[src/design/cir_pkg.sv]
// ----------------------------------------------------------------------------
// cir_pkg
// Shared types and constants of the contact impulse resolver.
// ----------------------------------------------------------------------------
package cir_pkg;

   localparam int BODY_COUNT = 64;
   localparam int IDX_W      = $clog2(BODY_COUNT);
   localparam int VEL_W      = 16;
   localparam int INV_W      = 16;
   localparam int BNC_W      = 9;
   localparam logic [BNC_W-1:0] BNC_ONE = 9'd256;
   localparam int DOT_W      = 35;   // relative velocity dot normal, Q.22
   localparam int NUM_W      = 45;   // (256 + e) * -vn, Q.30
   localparam int QUO_W      = 37;   // impulse j, Q.14
   localparam int DEN_W      = 17;   // invA + invB
   localparam int TN_W       = 47;   // clamped j * n
   localparam int PRD_W      = 64;   // j * n * inv, Q.36
   localparam int RND_SH     = 28;
   localparam int DV_W       = PRD_W - RND_SH;
   localparam int SUM_W      = DV_W + 1;

   typedef enum logic [1:0] {
      OP_WRITE   = 2'd0,
      OP_CONTACT = 2'd1,
      OP_READ    = 2'd2,
      OP_NONE    = 2'd3
   } op_type;

   typedef enum logic [1:0] {
      OUT_NONE      = 2'd0,
      OUT_APPLIED   = 2'd1,
      OUT_STUCK     = 2'd2,
      OUT_SATURATED = 2'd3
   } outcome_type;

   typedef enum logic [3:0] {
      ST_IDLE,
      ST_RDA,
      ST_RDB,
      ST_CAPB,
      ST_DOT,
      ST_CHK,
      ST_DIV,
      ST_MULN,
      ST_MULM,
      ST_APPLY,
      ST_WRA,
      ST_WRB,
      ST_FIN
   } state_type;

endpackage

[src/design/cir_div.sv]
// ----------------------------------------------------------------------------
// cir_div
// Restoring divider, one quotient bit per cycle, unsigned.
// ----------------------------------------------------------------------------
module cir_div
   import cir_pkg::*;
(
   input  logic             clock,
   input  logic             reset,
   input  logic             start,
   input  logic [QUO_W-1:0] dividend,
   input  logic [DEN_W-1:0] divisor,
   output logic             done,
   output logic [QUO_W-1:0] quotient
);

   localparam int CNT_W = $clog2(QUO_W + 1);

   logic [QUO_W-1:0] quo_ff;
   logic [DEN_W:0]   rem_ff;
   logic [DEN_W-1:0] den_ff;
   logic [CNT_W-1:0] cnt_ff;
   logic             busy_ff;
   logic             done_ff;
   logic [DEN_W:0]   rem_sh;
   logic             fits;

   assign rem_sh = {rem_ff[DEN_W-1:0], quo_ff[QUO_W-1]};
   assign fits   = rem_sh >= {1'b0, den_ff};

   always_ff @(posedge clock) begin
      if (reset) begin
         busy_ff <= 1'b0;
         done_ff <= 1'b0;
         cnt_ff  <= '0;
      end else begin
         done_ff <= 1'b0;
         if (start) begin
            busy_ff <= 1'b1;
            cnt_ff  <= CNT_W'(QUO_W);
         end else if (busy_ff) begin
            cnt_ff <= cnt_ff - 1'b1;
            if (cnt_ff == CNT_W'(1)) begin
               busy_ff <= 1'b0;
               done_ff <= 1'b1;
            end
         end
      end
   end

   always_ff @(posedge clock) begin
      if (start) begin
         quo_ff <= dividend;
         rem_ff <= '0;
         den_ff <= divisor;
      end else if (busy_ff) begin
         quo_ff <= {quo_ff[QUO_W-2:0], fits};
         rem_ff <= fits ? rem_sh - {1'b0, den_ff} : rem_sh;
      end
   end

   assign done     = done_ff;
   assign quotient = quo_ff;

endmodule

[config.mk]
export PLATFORM = sky130hd
export DESIGN_NAME = cir_div
export DESIGN_NICKNAME = d
export VERILOG_FILES = /design/src/design/cir_pkg.sv /design/src/design/cir_div.sv
export SDC_FILE = /design/constraint.sdc
export NUM_CORES = 1
export LEC_CHECK = 0
export BUFFER_PORTS_ARGS = -buffer_cell sky130_fd_sc_hd__buf_4
export CELL_PAD_IN_SITES_DETAIL_PLACEMENT = 0
export CELL_PAD_IN_SITES_GLOBAL_PLACEMENT = 1
export CORE_UTILIZATION = 30
export CTS_CLUSTER_DIAMETER = 30
export DETAILED_ROUTE_END_ITERATION = 10
export GPL_TIMING_DRIVEN = 0
export HOLD_SLACK_MARGIN = 0.08
export PLACE_DENSITY_LB_ADDON = 0.1
export SYNTH_ARGS = -nofsm -noshare
export SYNTH_HDL_FRONTEND = slang
export SYNTH_SLANG_ARGS = --single-unit
[constraint.sdc]
create_clock -name clock -period 6.84 [get_ports clock]
set_clock_uncertainty 0.1 [all_clocks]
set_input_delay 1.368 -clock clock [delete_from_list [all_inputs] [get_ports clock]]
set_output_delay 1.368 -clock clock [all_outputs]
set_load 0.005 [all_outputs]
## Word level (Yosys, flattened, before mapping)

Cells that the tools add are included.

- $add $sub $neg: 2
- Order comparisons: 1
- Equal/unequal tests: 1
- Multiplexer cells: 9
- Bitwise operators: 1
- Reduce and logical (&&, ||, !) cells: 3

Operators with widths:

| cell | number |
|---|---|
| $mux W37 | 2 |
| $ge A18 B17 Y1 | 1 |
| $mux W17 | 1 |
| $sub A17 B17 Y17 | 1 |
| $mux W6 | 2 |
| $eq A6 B1 Y1 const B | 1 |
| $sub A6 B1 Y6 const B | 1 |
| $mux W1 | 4 |
| $reduce_or A3 Y1 | 1 |
| $reduce_bool A2 Y1 | 1 |
| $reduce_or A2 Y1 | 1 |
| $not A1 Y1 | 1 |

- Flip-flop bits (word level): 79
- Input port bits: 57
- Output and inout port bits: 38
- Logic and storage cells: 24

## Logic depth before layout (Yosys ltp)

- Word-level depth: 4
- Depth in mapped cells: 11

## Worst setup path after synthesis

Ideal clock, no wire load.

- Kind: input to register
- Start: in start
- End: reg quo_ff[0] (netlist: quotient[0]) (enable)
- Arrival time: 2.453 ns
- Required time: 6.348 ns
- Slack: 3.896 ns
- Cell stages on the path: 3
- Buffers on the path: 1
- Cells stage by stage: clkbuf_1 > nor2_1 > inv_1

- Longest elaborated chain between the ends: 1

Ends and longest elaborated chain:

| item | line | RTL |
|---|---|---|
| from (decl) | cir_div.sv:10 | `input logic start,` |
| $reduce_bool A2 Y1 (no line) | -- |  |
| to (signal assigned) | cir_div.sv:53 | `quo_ff <= dividend;` |
| to (signal assigned) | cir_div.sv:57 | `quo_ff <= {quo_ff[QUO_W-2:0], fits};` |
| to (decl) | cir_div.sv:19 | `logic [QUO_W-1:0] quo_ff;` |

No other way between the ends.
A chain may end at the register's enable or synchronous reset.

## Worst setup path in the final report

- Start: reg quo_ff[36] (netlist: quotient[36])
- End: reg rem_ff[16]

- Longest elaborated chain between the ends: 2
- Elaborated cells between the ends (all ways): 3

Ends and longest elaborated chain:

| item | line | RTL |
|---|---|---|
| $sub A17 B17 Y17 / $ge A18 B17 Y1 (equally long branches) | cir_div.sv:58, cir_div.sv:29 |  |
| $mux W17 * | cir_div.sv:58 | `rem_ff <= fits ? rem_sh - {1'b0, den_ff} : rem_sh;` |
| to (signal assigned) | cir_div.sv:58 |  |
| to (decl) | cir_div.sv:20 | `logic [DEN_W:0] rem_ff;` |

Every way passes the cells marked *; elsewhere a longest branch is shown, timed or not.

==> impl_metrics.json <==
{
  "critPathBufInv": 2,
  "p_seq_share_pct": 43.4,
  "cts_hold_buf": 0,
  "fmax_mhz": 324,
  "h-tree-depth": 3,
  "power.clock.fraction_pct": 33.6,
  "cts.root.buffer_cell": "clkbuf_16",
  "cts_sinks": 79,
  "dpl_cell_area_um2": 5240,
  "synthXorXnorAreaFrac_pct": 2.64,
  "sw_frac_of_total_pct": 29.8,
  "cellPowerDensity_nw_per_um2": 247,
  "rows": 43,
  "die_x_um": 122,
  "finalSetupTns_ns": 0,
  "grt_max_degree": 38,
  "synth_ff_type": "edfxtp_1",
  "fin_util_pct": 39.6,
  "yosys_register_bits": 79,
  "startpoint_type": "register",
  "synth-compound-area-share_pct": 17.7,
  "power.internal_mw": 0.954,
  "totalWireLength_um": 11500,
  "synth_warnings": 0,
  "setup_violations": 0,
  "final_nets": 562,
  "critPathTopFamily": "compound AO/OA/AOI/OAI gates",
  "crit_path_frequent_cell": "inv_1",
  "cp-end-kind": "register",
  "first_iter_violations": 178,
  "min_period_over_period_pct": 45.2,
  "drive_above_1_share_pct": 35.2,
  "fin_cells": 669,
  "dr.pass1.iters": 4,
  "p_leak_nw": 2.21,
  "min_path_cells": 2,
  "netlist_area_um2": 4320,
  "dieArea_um2": 14900,
  "grt_pass1_vias": 3341,
  "worstRegToRegCells": 10,
  "synth_fa_ha_area_share_pct": 5.97,
  "grt_pass1_wl_um": 18300,
  "max-clock-path-buffers": 2,
  "synth_cell_types": 59,
  "fin_ws_ns": 3.75,
  "vias": 3342,
  "synth.mux.area_fraction_pct": 9.65,
  "die_y_um": 122,
  "status": "complete, no violations",
  "overflow": 0,
  "post-route-min-period_ns": 3.09,
  "core-area_um2": 13900,
  "dpl_worst_slack_ns": 3.41,
  "maxCapViolCount": 0,
  "pin_count": 95,
  "design_area_um2": 5510,
  "worstMarginPinSlew_ns": 0.806,
  "max-vdd-ir-drop_v": 0.000116,
  "ant_nets": 0,
  "cp_num_cells": 10,
  "worst_path_max_delay_cell": "a2111oi_0",
  "cts_tree": "done",
  "synth_top_family_by_area": "compound AO/OA/AOI/OAI gates",
  "worstPathArrival_ns": 3.25,
  "report.final.slew_viol_count": 0,
  "switchingPower_mw": 0.405,
  "areaGrowthSynthToFinish_pct": 27.7,
  "start_util_pct": 31.0,
  "whs_ns": 0.412,
  "io_buffers": 93,
  "yosysSeqAreaShare_pct": 49.2,
  "clkTransAtPathRegs_ns": 0.06,
  "rsz0062_at_grt": "no",
  "synth-edff-count": 54,
  "antenna_found_initial": 0,
  "worstSkewPairLatency_ns": 0.35,
  "synthArstFlopShare_pct": 0,
  "dp.final_hpwl_um": 8480,
  "syn-mean-instance-area_um2": 11.3,
  "grt_usage_pct": 16.6,
  "hp-class": "reg -> reg",
  "via_per_inst": 5.00,
  "pwr-share-comb_pct": 23.0,
  "post-cts-setup-buffers": 0,
  "max_slew_margin_pct": 46.2,
  "route.detailed.drc": 0,
  "cp_max_fo": 4,
  "synthSimpleGateAreaFrac_pct": 10.7,
  "worstPathCellList": "inv_1 > ha_1 > inv_1 > fa_1 > a21oi_2 > o211a_1 > o21ai_1 > a2111oi_0 > xor2_1 > o31ai_1",
  "antenna_cells": 0,
  "crit_path_max_incr_delay_ns": 0.70,
  "cts_made_buffers": 9,
  "synth_area_leaders": "edfxtp_1, dfxtp_1, mux2_2, ha_1, nor2_1",
  "detail_route.wl_per_cell_um": 17.2,
  "yosys.area.top_type": "edfxtp_1",
  "finalHoldViolCount": 0,
  "globalplace.congestion": 0.837,
  "required_ns": 7.00,
  "postSynthCellCount": 381,
  "finalPower_mw": 1.36,
  "cts_resized": 0,
  "syn_nets": 458,
  "dp.cells": 654,
  "synth_top_area_share_pct": 37.6,
  "crit_type": "reg -> reg"
}
-- worst min-delay path, stage by stage (launching register included) --
cell and delay [ns]:
dfxtp_1 0.33, nor2_1 0.09, a311oi_1 0.05
-- final cells by class --
cell class	instances	area, um^2
fill	1331	8420
sequential	79	2120
multi-input combinational	261	2020
timing repair buffer	93	698
clock buffer	9	225
tap	180	225
buffer	18	91.3
inverter	23	86.3
clock inverter	6	46.3
-- Yosys cell counts (3+ instances only) --
cell type / n
nor4_1: 4
buf_1: 3
edfxtp_1: 54
a2111oi_0: 4
mux2_2: 37
nand3_1: 17
a211o_1: 3
o21ai_2: 9
xnor2_1: 8
inv_1: 23
nor3_1: 9
o21a_1: 3
nand2_1: 18
a311oi_1: 12
a21o_1: 7
ha_1: 19
a21oi_2: 5
clkbuf_1: 11
nor2_1: 30
or3_1: 5
dfxtp_1: 25
o211ai_1: 4
a21oi_1: 14
xor2_1: 5
nor2b_1: 3
o21ai_0: 9
-- metal layers --
metal | share of wire, % | vias to the layer above | wire length [um] | GRT usage, %
met5 | 0 | - | 0 | 0
met4 | 1.3 | 0 | 147 | 4.40
met3 | 4.1 | 9 | 468 | 4.54
met2 | 49 | 68 | 5620 | 26.0
met1 | 46 | 1608 | 5280 | 22.5
li1 | - | 1657 | - | -
-- registers in the layout, summed over array words and instances, names as in the netlist --
signal,count
busy_ff,1
cnt_ff,6
den_ff,17
done,1
quotient,37
rem_ff,17
-- power by group through the flow --
stage / clock network [mW] / logic (mW) / registers [mW]
final: 0.456 / 0.313 / 0.590
after global routing: 0.487 / 0.349 / 0.595
after CTS: 0.474 / 0.315 / 0.590
after detailed placement: 0 / 0.314 / 0.600
after global placement: 0 / 0.313 / 0.599
after floorplan: 0 / 0.196 / 0.595
-- final timing paths --
check          startpoint         end  slack, ns
max          quotient[36]  rem_ff[16]       3.75
min            rem_ff[11]  rem_ff[11]       0.41
max reg2reg  quotient[36]  rem_ff[16]       3.75
min reg2reg    rem_ff[11]  rem_ff[11]       0.41
-- kinds of logic after synthesis --
| logic type | Yosys count |
|---|---|
| multiplexers | 37 |
| buffers and inverters | 41 |
| adder cells (fa/ha/maj) | 20 |
| XOR/XNOR | 13 |
| AO/OA/AOI/OAI | 95 |
| AND/OR/NAND/NOR | 96 |
| flip-flops | 79 |
-- layout by cell type, fill, tap and decap left out, types with 2 or more instances in the layout --
master / n
or3_1: 5
buf_4: 94
mux2_2: 37
nor3_1: 9
dfxtp_1: 25
nand2b_1: 2
xnor2_1: 8
nand3_1: 17
nand2_1: 18
o31ai_1: 2
a21o_1: 7
o21ai_2: 9
clkinvlp_4: 2
o211ai_1: 4
nor2b_1: 3
ha_1: 19
xor2_1: 5
and4_1: 2
nand4_1: 2
o21a_1: 3
clkbuf_1: 11
a21oi_2: 5
o21ai_0: 9
a21oi_1: 14
o21ai_1: 2
clkbuf_16: 9
buf_1: 3
o21bai_1: 2
inv_1: 22
nor4_1: 4
a211o_1: 3
clkinv_4: 2
a311oi_1: 12
a211oi_1: 2
nor2_1: 30
edfxtp_1: 54
a2111oi_0: 4
No activity file was read; power rests on OpenSTA's default activity.
